`src/button_click_classifier_unit_assert.svh`:
```
// assertion macros used by the click classifier rtl
`ifndef BUTTON_CLICK_CLASSIFIER_UNIT_ASSERT_SVH
`define BUTTON_CLICK_CLASSIFIER_UNIT_ASSERT_SVH

// same-cycle implication, sampled on clk, off during reset
`define BCC_ASSERT_NOW(label, ante, cons, msg) \
  label: assert property (@(posedge clk) disable iff (!rst_n) (ante) |-> (cons)) \
    else $error(msg);

// next-cycle implication, sampled on clk, off during reset
`define BCC_ASSERT_NEXT(label, ante, cons, msg) \
  label: assert property (@(posedge clk) disable iff (!rst_n) (ante) |=> (cons)) \
    else $error(msg);

`endif

```
`src/bcc_pkg.sv`:
```
// types, codes and constants of the button click classifier
package bcc_pkg;

  localparam int TIME_W     = 32;
  localparam int THR_W      = 16;
  localparam int CFG_IDX_W  = 8;
  localparam int NUM_KEYS_DEF = 4;

  localparam logic [CFG_IDX_W-1:0] CFG_DCW_IDX = CFG_IDX_W'(0);
  localparam logic [CFG_IDX_W-1:0] CFG_LPT_IDX = CFG_IDX_W'(1);

  localparam logic [THR_W-1:0] DCW_RST = THR_W'(400);
  localparam logic [THR_W-1:0] LPT_RST = THR_W'(800);

  typedef enum logic [1:0] {
    PH_IDLE    = 2'd0,
    PH_PRESSED = 2'd1,
    PH_WAIT    = 2'd2,
    PH_LONG    = 2'd3
  } phase_t;

  typedef enum logic [1:0] {
    EV_SINGLE = 2'd0,
    EV_DOUBLE = 2'd1,
    EV_LONG   = 2'd2
  } ev_kind_t;

  typedef struct packed {
    logic [1:0]        key_index;
    logic [TIME_W-1:0] now_ms;
    logic              press_edge;
    logic              released;
  } in_word_t;

  typedef struct packed {
    logic [1:0] event_key;
    logic [1:0] event_kind;
  } out_word_t;

  typedef struct packed {
    phase_t            phase;
    logic [TIME_W-1:0] press_time;
    logic [TIME_W-1:0] release_time;
    logic              suppress;
  } key_state_t;

  localparam key_state_t KEY_STATE_RST = '{
    phase:        PH_IDLE,
    press_time:   '0,
    release_time: '0,
    suppress:     1'b1
  };

endpackage

```
`src/bcc_ram.sv`:
```
// generic single-port-write ram with registered read
module bcc_ram #(
  parameter int WIDTH = 8,
  parameter int DEPTH = 4
) (
  input  logic                                   clk,
  input  logic                                   wr_en,
  input  logic [((DEPTH > 1) ? $clog2(DEPTH) : 1)-1:0] wr_addr,
  input  logic [WIDTH-1:0]                       wr_data,
  input  logic                                   rd_en,
  input  logic [((DEPTH > 1) ? $clog2(DEPTH) : 1)-1:0] rd_addr,
  output logic [WIDTH-1:0]                       rd_data_r
);

  logic [WIDTH-1:0] mem [DEPTH];

  always_ff @(posedge clk) begin
    if (wr_en) begin
      mem[wr_addr] <= wr_data;
    end
    if (rd_en) begin
      rd_data_r <= mem[rd_addr];
    end
  end

endmodule

```
`src/bcc_classify.sv`:
```
// per-key next-state and event logic for one poll
module bcc_classify (
  input  bcc_pkg::key_state_t              cur_state,
  input  logic [bcc_pkg::TIME_W-1:0]       now_ms,
  input  logic                             press_edge,
  input  logic                             released,
  input  logic [bcc_pkg::THR_W-1:0]        dcw,
  input  logic [bcc_pkg::THR_W-1:0]        lpt,
  output bcc_pkg::key_state_t              nxt_state,
  output logic                             fire,
  output bcc_pkg::ev_kind_t                kind
);
  import bcc_pkg::*;

  logic [TIME_W-1:0] el_press;
  logic [TIME_W-1:0] el_rel;
  logic              in_window;
  logic              past_window;
  logic              held_long;

  // modular elapsed times against stored marks
  assign el_press    = now_ms - cur_state.press_time;
  assign el_rel      = now_ms - cur_state.release_time;
  assign in_window   = el_rel < TIME_W'(dcw);
  assign past_window = el_rel > TIME_W'(dcw);
  assign held_long   = el_press > TIME_W'(lpt);

  always_comb begin
    phase_t ph;
    logic   started;
    logic   rel_now;
    ph        = cur_state.phase;
    started   = 1'b0;
    rel_now   = 1'b0;
    nxt_state = cur_state;
    fire      = 1'b0;
    kind      = EV_SINGLE;

    if (press_edge) begin
      if (ph == PH_IDLE) begin
        nxt_state.press_time = now_ms;
        nxt_state.suppress   = 1'b0;
        ph                   = PH_PRESSED;
        started              = 1'b1;
      end else if (ph == PH_WAIT && in_window) begin
        fire               = 1'b1;
        kind               = EV_DOUBLE;
        nxt_state.suppress = 1'b1;
        ph                 = PH_IDLE;
      end
    end

    // a press started on this poll has zero hold time
    if (ph == PH_PRESSED && !started && held_long) begin
      fire               = 1'b1;
      kind               = EV_LONG;
      nxt_state.suppress = 1'b1;
      ph                 = PH_LONG;
    end

    if (released) begin
      if (ph == PH_PRESSED) begin
        nxt_state.release_time = now_ms;
        ph                     = PH_WAIT;
        rel_now                = 1'b1;
      end else if (ph == PH_LONG) begin
        ph = PH_IDLE;
      end
    end

    // a release on this poll has zero wait time
    if (ph == PH_WAIT && !rel_now && past_window) begin
      if (!nxt_state.suppress) begin
        fire = 1'b1;
        kind = EV_SINGLE;
      end
      ph = PH_IDLE;
    end

    nxt_state.phase = ph;
  end

endmodule

```
`src/button_click_classifier_unit.sv`:
```
// Click classifier for up to NUM_KEYS keys: each input word is one poll of one key, and each
// poll gives zero or one output word (single click, double click or long press). One word is
// accepted every cycle, stalls aside; a result is held in the classifier stage register and then
// in the output register. The per-key state lives in a small ram read when a poll is accepted
// and written by the classifier stage as the poll leaves it, with a bypass so that polls of the
// same key may follow back to back. Per-key valid bits give the reset state without a
// clearing pass. Thresholds are written on the cfg port: index 0 is the double-click window,
// index 1 the long press time, both in milliseconds; other indexes are ignored.
`include "button_click_classifier_unit_assert.svh"

module button_click_classifier_unit #(
  parameter int NUM_KEYS = bcc_pkg::NUM_KEYS_DEF
) (
  input  logic                             clk,
  input  logic                             rst_n,
  input  logic                             in_valid,
  output logic                             in_ready,
  input  bcc_pkg::in_word_t                in_data,
  output logic                             out_valid,
  input  logic                             out_ready,
  output bcc_pkg::out_word_t               out_data,
  input  logic                             cfg_valid,
  output logic                             cfg_ready,
  input  logic [bcc_pkg::CFG_IDX_W-1:0]    cfg_index,
  input  logic [bcc_pkg::THR_W-1:0]        cfg_data
);
  import bcc_pkg::*;

  localparam int KEY_AW = (NUM_KEYS > 1) ? $clog2(NUM_KEYS) : 1;
  localparam int ST_W   = $bits(key_state_t);

  logic [THR_W-1:0]    dcw_r;
  logic [THR_W-1:0]    lpt_r;
  logic [NUM_KEYS-1:0] key_vld_r;

  logic                s1_valid_r;
  in_word_t            s1_word_r;
  logic                s1_inrange_r;
  logic                s1_kvld_r;
  logic                s1_fwd_r;
  key_state_t          s1_fwd_state_r;

  logic                out_valid_r;
  out_word_t           out_word_r;

  logic                out_free;
  logic                s1_adv;
  logic                in_acc;
  logic                in_range;
  logic [KEY_AW-1:0]   rd_addr;
  logic [KEY_AW-1:0]   wr_addr;
  logic                wr_en;
  logic [ST_W-1:0]     ram_rdata;
  key_state_t          cur_state;
  key_state_t          nxt_state;
  logic                fire;
  ev_kind_t            kind;

  assign out_free  = !out_valid_r || out_ready;
  assign s1_adv    = s1_valid_r && out_free;
  assign in_ready  = !s1_valid_r || out_free;
  assign in_acc    = in_valid && in_ready;
  assign cfg_ready = 1'b1;

  assign in_range = int'(in_data.key_index) < NUM_KEYS;
  assign rd_addr  = KEY_AW'(in_data.key_index);
  assign wr_addr  = KEY_AW'(s1_word_r.key_index);
  assign wr_en    = s1_adv && s1_inrange_r;

  bcc_ram #(
    .WIDTH (ST_W),
    .DEPTH (NUM_KEYS)
  ) u_state_ram (
    .clk       (clk),
    .wr_en     (wr_en),
    .wr_addr   (wr_addr),
    .wr_data   (nxt_state),
    .rd_en     (in_acc),
    .rd_addr   (rd_addr),
    .rd_data_r (ram_rdata)
  );

  // bypass beats the ram, and never-written keys read as reset state
  always_comb begin
    if (s1_fwd_r) begin
      cur_state = s1_fwd_state_r;
    end else if (s1_kvld_r) begin
      cur_state = key_state_t'(ram_rdata);
    end else begin
      cur_state = KEY_STATE_RST;
    end
  end

  bcc_classify u_classify (
    .cur_state  (cur_state),
    .now_ms     (s1_word_r.now_ms),
    .press_edge (s1_word_r.press_edge),
    .released   (s1_word_r.released),
    .dcw        (dcw_r),
    .lpt        (lpt_r),
    .nxt_state  (nxt_state),
    .fire       (fire),
    .kind       (kind)
  );

  always_ff @(posedge clk) begin
    if (!rst_n) begin
      dcw_r       <= DCW_RST;
      lpt_r       <= LPT_RST;
      key_vld_r   <= '0;
      s1_valid_r  <= 1'b0;
      out_valid_r <= 1'b0;
    end else begin
      if (cfg_valid && cfg_ready) begin
        if (cfg_index == CFG_DCW_IDX) begin
          dcw_r <= cfg_data;
        end else if (cfg_index == CFG_LPT_IDX) begin
          lpt_r <= cfg_data;
        end
      end
      if (wr_en) begin
        key_vld_r[wr_addr] <= 1'b1;
      end
      if (in_ready) begin
        s1_valid_r <= in_valid;
      end
      if (out_free) begin
        out_valid_r <= s1_valid_r && s1_inrange_r && fire;
      end
    end
  end

  always_ff @(posedge clk) begin
    if (in_acc) begin
      s1_word_r      <= in_data;
      s1_inrange_r   <= in_range;
      s1_kvld_r      <= in_range && key_vld_r[rd_addr];
      s1_fwd_r       <= wr_en && (wr_addr == rd_addr);
      s1_fwd_state_r <= nxt_state;
    end
    if (s1_adv) begin
      out_word_r.event_key  <= s1_word_r.key_index;
      out_word_r.event_kind <= kind;
    end
  end

  assign out_valid = out_valid_r;
  assign out_data  = out_word_r;

  `BCC_ASSERT_NEXT(a_s1_hold, s1_valid_r && !out_free,
    s1_valid_r && $stable(s1_word_r), "classifier stage lost its word while stalled")
  `BCC_ASSERT_NOW(a_wr_on_adv, wr_en, s1_valid_r && out_free && s1_inrange_r,
    "key state written without the stage advancing")
  `BCC_ASSERT_NEXT(a_bypass, in_acc && wr_en && (wr_addr == rd_addr), s1_fwd_r,
    "same-key poll did not take the bypass")
  `BCC_ASSERT_NOW(a_wait_unsuppressed, wr_en && (nxt_state.phase == PH_WAIT),
    !nxt_state.suppress, "key waiting for second press with single click suppressed")

endmodule
```
`config.mk`:
```
export PLATFORM = sky130hd
export DESIGN_NAME = button_click_classifier_unit
export DESIGN_NICKNAME = d
export VERILOG_FILES = /design/src/bcc_pkg.sv /design/src/bcc_ram.sv /design/src/bcc_classify.sv /design/src/button_click_classifier_unit.sv
export VERILOG_INCLUDE_DIRS = /design/src /design/src/src
export SDC_FILE = /design/constraint.sdc
export NUM_CORES = 1
export LEC_CHECK = 0
export ABC_AREA = 1
export BUFFER_PORTS_ARGS = -buffer_cell sky130_fd_sc_hd__buf_4
export CORE_ASPECT_RATIO = 0.75
export CORE_MARGIN = 10
export CORE_UTILIZATION = 50
export CTS_CLUSTER_SIZE = 16
export DETAILED_ROUTE_END_ITERATION = 10
export GPL_ROUTABILITY_DRIVEN = 0
export HOLD_SLACK_MARGIN = 0.05
export PLACE_DENSITY = 0.8
export SLEW_MARGIN = 20
export SYNTH_ARGS = -nofsm -noshare
export SYNTH_HDL_FRONTEND = slang
export SYNTH_SLANG_ARGS = --single-unit
```
`constraint.sdc`:
```
create_clock -name clk -period 6.4 [get_ports clk]
set_clock_uncertainty 0.05 [all_clocks]
set_input_delay 0.64 -clock clk [delete_from_list [all_inputs] [get_ports clk]]
set_output_delay 0.64 -clock clk [all_outputs]
set_load 0.02 [all_outputs]
```
# Yosys cells after proc, flatten, opt, wreduce, memory -nomap -nowiden
# Memories as Yosys holds them, arrays and structs flattened. A register that Yosys moved wholly into a read port is not among the register bits.
# Index checks and enable logic that the tools add are counted.
# totals
input_bits	65
output_inout_bits	7
elab_cells	95
latch_bits	0
romBits	0
mem_bits_rw	268
register_bits	147
n_memories	1
# classes
n_div	0
shifts	0
order_cmp	6
n_reduce_logical	20
n_mul	0
n_addsub	2
eq_ne	7
bitwise_logic	2
muxes	40
# mem_list
name	words	word_bits	read_ports	rd_clocked_by_memory_dff	write_ports	line	rtl
u_state_ram.mem	4	67	1	1	1	bcc_ram.sv:15	logic [WIDTH-1:0] mem [DEPTH];
# op_table
op	n
67-bit two-way mux	2
32-bit two-way mux	4
32-bit by 16-bit greater-than comparator with 1-bit output	2
32-bit subtractor	2
32-bit by 16-bit less-than comparator with 1-bit output	1
2-bit two-way mux	13
1-bit two-way mux	19
1-bit logical AND	10
8-bit by 1-bit equality test with 1-bit output (second input constant)	1
8-bit logical NOT	1
2-bit equality test (second input constant)	3
2-bit by 3-bit less-than comparator with 1-bit output (second input constant)	2
2-bit by 1-bit equality test with 1-bit output (second input constant)	2
1-bit logical NOT	4
4-bit OR	1
3-bit AND reduction	1
1-bit binary-select mux with 2-bit select	1
1-bit demux with 2-bit select	1
2-bit equality test	1
2-bit by 1-bit >= comparator with 1-bit output (second input constant)	1
2-bit logical NOT	1
1-bit logical OR	2
2-bit AND reduction	1
1-bit inverter	1

# Longest topological paths before layout
# Gate-level depths: netlist (run 1).
# logic_depth
word_depth	21
depth_mapped	41
ltp_nobuf	36

# Cells and area by module
# From an unflattened synthesis (run 1), not the netlist that was laid out.
# hier_totals
cells_unflattened	2986
hier_area_um2	25959.9
# by_module_without_submodules
module	seq_area_each_um2	n_inst	cells_per_inst	area_per_inst_um2
bcc_ram	10059.6	1	1125	13316.5
bcc_classify	0.0	1	1424	6965.4
button_click_classifier_unit	4033.9	1	437	5677.9

# Worst setup path before layout (run 1)
# OpenSTA, ideal clock, no wires.
# synth_timing
kind	input to register
startpoint	input port out_ready
endpoint	memory u_state_ram.mem[3][0] (netlist bit) (enable)
path_slack_ns	0.316
path_stages	4
t_required_ns	5.773
setup_ns	0.577
arrival_time_ns	5.457
path_buffers	0
cell_sequence	nor2_1 -> inv_1 -> nand2_1 -> nor3_1
# synth_via
elab_chain_len	4
# synth_lines
element	line	rtl
from (decl)	button_click_classifier_unit.sv:20	input logic out_ready,
1-bit logical OR	button_click_classifier_unit.sv:59	assign out_free = !out_valid_r || out_ready;
1-bit logical AND	button_click_classifier_unit.sv:60	assign s1_adv = s1_valid_r && out_free;
1-bit two-way mux	bcc_ram.sv:18	if (wr_en) begin
1-bit two-way mux (implied by the code)	bcc_ram.sv:19	mem[wr_addr] <= wr_data;
to (decl)	bcc_ram.sv:15	
# Every way passes these cells.

==> flow_summary.ini, run 1 <==
[critical_path]
crit_path_end_kind = flop
crit_top_cell = inv_1
crit_path_top_delay_cell = o21ai_0
r2r_cells = 26
cp_slowest_stage_delay_ps = 490
timing.rr.end = s1_fwd_state_r[20]$_DFFE_PP_
rrSetupSlack_ps = 460
crit_fanout = 55
path_class = flop to flop
worstPathRequired_ps = 6640
critPathLaunchType = flop
regToRegStartpoint = s1_kvld_r$_DFFE_PP_
worstPathArrival_ps = 6180

[clock_network]
cts_tree = built
root_buffer = clkbuf_16
h-tree-depth = 2
clk_latency_ps = 570
clkTransAtPathRegs_ps = 60
cts.path.max_buffers = 3
clock-sinks = 482
cts_buffers = 46
post-cts-setup-buffer-count = 0

[floorplan]
dieHeight_um = 206
ios = 72
die_area_mm2 = 0.0552
core-area_mm2 = 0.0458
start_util_pct = 50.4
fp.dieW_um = 268
rows = 68

[synth]
synth_top_cell_by_area = edfxtp_1
syn_nets = 2376
synthAdderAreaFrac_pct = 4.70
synthMuxAreaShare_pct = 0
post-synth-top-count-cell = edfxtp_1
ys_ff_latch = 482
syn_area_per_cell_um2 = 10.4
synthDistinctLibCells = 53
synth_xor_xnor_area_share_pct = 1.59
synth_area_leaders = edfxtp_1, nand2_1, o21ai_0, ha_1, nor2_1
syn_inst = 2225
synth_top_family_by_area = simple AND/OR/NAND/NOR gates
yosysWarnings = 0
synth_compound_area_share_pct = 13.6
yosysSeqAreaShare_pct = 61.1
synth_area_mm2 = 0.0231
yosys_most_used_dff = edfxtp_1
synth_top_area_share_pct = 57.8
synth-simple-area-share_pct = 14.5
synthArstFlopShare_pct = 0
synth-edff-count = 444
synth.top_cells.by_count = edfxtp_1, nand2_1, nor2_1

[global_routing]
gr-total-overflow = 0
grt_first_pass_wirelength_um = 93500
grtUsageTotal_pct = 21.8
grt_pass1_vias = 16600
grt_start_max_net_pins = 103
antenna_found_initial = 0

[worst_hold_path]
hold-path-endpoint = s1_word_r[19]$_DFFE_PP_
holdCritPathClass = input port to flop
min_path_cells = 1
worstHoldStart = in_data[19]

[detailed_routing]
drt_iter0_drc = 2534
drtPass1Iterations = 7
postRouteWirelength_um = 61200
ant_nets = 0
remaining_drc_errors = 0
vias = 17500
vias_per_cell = 6.02
wl_per_cell_um = 21.1

[status]
status = complete, no violations

[layout]
syn_to_final_growth_pct = 10.9
layout-drive-gt1-share_pct = 9.08
area.sequential_mm2 = 0.0141
multi_input_area_mm2 = 0.00797
nFillCells = 3780
n_antenna_cell = 0
design_area_mm2 = 0.0256
final_nets = 2431

[sta]
finalCritPeriodShare_pct = 92.8
slew_headroom_pct = 25.9
hold_slack_ps = 200
slew_viol_final = 0
setup_slack_ps = 460
fmax_mhz = 168
setup_viol = 0
final.min_clock_period_ps = 5940
rsz0062_at_grt = no
hold_viol = 0
worst_pin_slew_ps = 1110
setup-tns-final_ps = 0

[run]
drv_cap = 0

[placement]
dp_hpwl_um = 40500
portBuffers = 70
dp_slack_ps = 466
placed_cell_area_mm2 = 0.0242

[power_and_ir_drop]
clkPwrFrac_pct = 33.9
p_int_w = 0.00548
p_sw_w = 0.00211
pwr-share-comb_pct = 16.7
p_per_area_mw_per_mm2 = 297
switching_share_pct = 27.8
ir_drop_mv = 0.167
seqPwrFrac_pct = 49.4
power_leakage_nw = 9.69
worst max path at each step:
stage                                    from                          endpoint  cells past startpoint
after global placement    s1_kvld_r$_DFFE_PP_  u_state_ram.mem[2][30]$_DFFE_PP_                     26
final                     s1_kvld_r$_DFFE_PP_      s1_fwd_state_r[20]$_DFFE_PP_                     26
after floorplan                     out_ready   u_state_ram.mem[3][0]$_DFFE_PP_                      4
after detailed placement  s1_kvld_r$_DFFE_PP_  u_state_ram.mem[2][30]$_DFFE_PP_                     26
after CTS                 s1_kvld_r$_DFFE_PP_  u_state_ram.mem[2][30]$_DFFE_PP_                     26
after global routing      s1_kvld_r$_DFFE_PP_   u_state_ram.mem[2][5]$_DFFE_PP_                     26
area by class of cell:
class,instances,area share [%]
Sequential cell,482,55.1
Multi-Input combinational cell,1480,31.2
Clock buffer,55,4.63
Tap cell,595,2.91
Timing Repair Buffer,90,2.72
Inverter,180,2.66
Clock inverter,27,0.836
cells in the final DEF (no fill, tap or decap), types with 5 or more instances in the layout:
cell type / count
xor2_1: 37
o22ai_1: 69
o21a_1: 5
nand2_1: 364
o21bai_1: 11
nor3_2: 5
clkinvlp_4: 5
clkbuf_16: 46
nand4_1: 13
nor3_1: 23
o21ai_0: 220
ha_1: 85
nand3_1: 80
xnor2_1: 5
buf_4: 87
o211ai_1: 8
nand2_2: 21
inv_1: 170
inv_2: 8
clkinv_2: 8
clkbuf_1: 9
a21boi_0: 8
clkinv_1: 8
nor2_1: 270
edfxtp_1: 444
a22oi_1: 50
o21ai_1: 9
dfxtp_1: 38
a21oi_1: 135
a21o_1: 9
layer usage:
metal	track usage, %	wire length [um]	up-vias
met4	5.07	1230	0
li1	-	-	8004
met5	0	0	-
met1	31.3	25400	8391
met2	32.8	26300	1022
met3	5.39	8330	105
sequential cells by signal, summed over array words and instances (netlist names):
name,count
u_state_ram.mem,268
s1_fwd_state_r,67
u_state_ram.rd_data_r,67
s1_word_r,34
dcw_r,16
lpt_r,16
key_vld_r,4
out_data,4
wr_addr,2
out_valid,1
s1_fwd_r,1
s1_kvld_r,1
s1_valid_r,1
power groups by stage:
stage	Sequential [W]	Combinational, W	Clock (W)
after CTS	0.00374	0.00123	0.00261
after global placement	0.00380	0.00118	0
after detailed placement	0.00381	0.00122	0
after floorplan	0.00378	0.000873	0
final	0.00375	0.00127	0.00257
after global routing	0.00375	0.00140	0.00274
timing repair:
| action | 4_1_cts | 5_1_grt |
|---|---|---|
| resized for setup | 0 | 11 |
| setup endpoints to repair | 0 | 150 |
| hold buffers | 0 | 0 |
logic make-up after synthesis:
logic type                 count (synthesis)
AOI/OAI and AO/OA                        549
xor gates and xnor gates                  42
buffers and inverters                    263
and+or+nand+nor                          802
DFF                                      482
adders and majority gates                 86
other                                      1
per-stage QoR:
stage / instances / util, % / power, W
6_report: 2909 / 55.9 / 0.00759
5_1_grt: 2909 / 55.9 / 0.00790
4_1_cts: 2909 / 55.9 / 0.00758
3_5_place_dp: 2827 / 52.8 / 0.00503
3_3_place_gp: 2827 / 52.8 / 0.00498
2_1_floorplan: 2225 / - / 0.00466
worst max-delay path: cells and delay by family (launching register included):
family / cells / cell delay [ps]
AO/OA/AOI/OAI: 8 / 2110
buffers and inverters: 7 / 1150
AND/OR/NAND/NOR: 7 / 1010
adder cells (fa/ha/maj): 3 / 860
flip-flops: 1 / 330
XOR/XNOR: 1 / 130
(Power assumes the default switching activity.)
==> inputs of run 2 (changes only) <==
--- a/config.mk
+++ b/config.mk
@@ -9,7 +9,7 @@
 export ABC_AREA = 1
 export BUFFER_PORTS_ARGS = -buffer_cell sky130_fd_sc_hd__buf_4
 export CORE_ASPECT_RATIO = 0.75
-export CORE_MARGIN = 10
+export CORE_MARGIN = 1.5
 export CORE_UTILIZATION = 50
 export CTS_CLUSTER_SIZE = 16
 export DETAILED_ROUTE_END_ITERATION = 10
==> run 2 against run 1 <==
  * Power is 2.5% higher
  * Via count fell by 0.98%
  * Critical path depth up 1
  * Die area shrank 14%
  * Clock power grew 7.8%
  * Combinational power is essentially flat
  * Largest power group unchanged
  * Highest routed layer unchanged
==> flow_summary.ini, run 2 (synthesis results as in run 1) <==
[status]
status = complete, no violations

[sta]
final.min_clock_period_ps = 5940
setup_viol = 0
slew_viol_final = 0
finalCritPeriodShare_pct = 92.8
setup-tns-final_ps = 0
fmax_mhz = 168
hold_viol = 0
slew_headroom_pct = 25.8
worst_pin_slew_ps = 1100
rsz0062_at_grt = no

[clock_network]
hold_buffers = 0
cts_tree = built
root_buffer = clkbuf_16
clk_latency_ps = 580
cts_buffers = 45
cts.path.max_buffers = 3
h-tree-depth = 2
cts_resized = 0
clkTransAtPathRegs_ps = 70
clock-sinks = 482
post-cts-setup-buffer-count = 0

[detailed_routing]
wl_per_cell_um = 20.5
drt_iter0_drc = 2248
drtPass1Iterations = 8
vias_per_cell = 5.97
ant_nets = 0
postRouteWirelength_um = 59500
vias = 17400
remaining_drc_errors = 0

[floorplan]
rows = 67
dieHeight_um = 189
start_util_pct = 51.2
ios = 72
die_area_mm2 = 0.0475
core-area_mm2 = 0.0451
fp.dieW_um = 251

[power_and_ir_drop]
p_per_area_mw_per_mm2 = 302
power_leakage_nw = 9.78
ir_drop_mv = 0.238
clkPwrFrac_pct = 35.6
seqPwrFrac_pct = 48.1
pwr-share-comb_pct = 16.3
p_int_w = 0.00570
p_sw_w = 0.00208
switching_share_pct = 26.8

[global_routing]
antenna_found_initial = 0
grt-busiest-layer = met2
grt_start_max_net_pins = 111
grt_use_met1_pct = 35.3
grtUsageTotal_pct = 24.8
grt_pass1_vias = 16500
gr-total-overflow = 0
grt_util_met3_pct = 5.84
grt_first_pass_wirelength_um = 90700
grtUsageMet2_pct = 37.6

[critical_path]
crit_top_cell = inv_1
cp_slowest_stage_delay_ps = 550
worstPathRequired_ps = 6630
cp-startpoint = s1_fwd_r$_DFFE_PP_
path_class = flop to flop
crit_path_end_kind = flop
crit_path_top_delay_cell = o21ai_0
critPathLaunchType = flop
crit_buf_inv = 7
worstPathArrival_ps = 6170
crit_family = compound AO/OA/AOI/OAI gates
regToRegStartpoint = s1_fwd_r$_DFFE_PP_
crit_fanout = 28

[placement]
placed_cell_area_mm2 = 0.0242
dp_hpwl_um = 39400
portBuffers = 70

[worst_hold_path]
holdCritPathClass = input port to flop
worstHoldStart = in_data[3]

[layout]
largest_reg_flops = 268
top_register = u_state_ram.mem
reg.largest.list = u_state_ram.mem x268, s1_fwd_state_r x67, u_state_ram.rd_data_r x67
n_antenna_cell = 0
final_nets = 2435
final_util_pct = 57.1
final_common_cell = edfxtp_1
layout-drive-gt1-share_pct = 9.44
mostFrequentLayoutCells = edfxtp_1, nand2_1, nor2_1
design_area_mm2 = 0.0257
syn_to_final_growth_pct = 11.6

[run]
drv_cap = 0
-- run 2: per-layer routing --
layer / routed length, um / up-vias
li1: - / 8016
met1: 24000 / 8205
met2: 25500 / 1013
met3: 8300 / 116
met4: 1640 / 0
met5: 0 / -
-- run 2: final timing paths --
| kind | to | slack (ps) | cells after the start |
|---|---|---|---|
| setup / recovery | u_state_ram.mem[3][18]$_DFFE_PP_ | 460 | 27 |
| hold / removal | s1_word_r[3]$_DFFE_PP_ | 190 | 1 |
| setup reg to reg | u_state_ram.mem[3][18]$_DFFE_PP_ | 460 | 27 |
| hold reg to reg | key_vld_r[0]$_SDFFE_PN0P_ | 420 | 1 |
-- run 2: layout make-up --
| class | count | area, um2 |
|---|---|---|
| Sequential cell | 482 | 14100 |
| Inverter | 180 | 682 |
| Multi-Input combinational cell | 1480 | 7970 |
| Timing Repair Buffer | 95 | 729 |
| Tap cell | 586 | 733 |
| Fill cell | 3636 | 19400 |
| Clock buffer | 50 | 1190 |
| Clock inverter | 32 | 344 |
-- run 2: through the flow --
step	std cells	power, W	setup slack [ps]	hold slack (ps)
final	2905	0.00779	462	186
after global routing	2905	0.00807	138	173
after CTS	2905	0.00777	589	169
after detailed placement	2823	0.00504	642	406
after global placement	2823	0.00498	917	397
after floorplan	2225	0.00466	316	385
-- run 2: power groups by stage --
stage / Sequential [W] / Combinational (W) / Clock [W]
after detailed placement: 0.00381 / 0.00123 / 0
final: 0.00375 / 0.00127 / 0.00277
after CTS: 0.00374 / 0.00124 / 0.00280
after global placement: 0.00380 / 0.00118 / 0
after floorplan: 0.00378 / 0.000873 / 0
after global routing: 0.00375 / 0.00140 / 0.00291
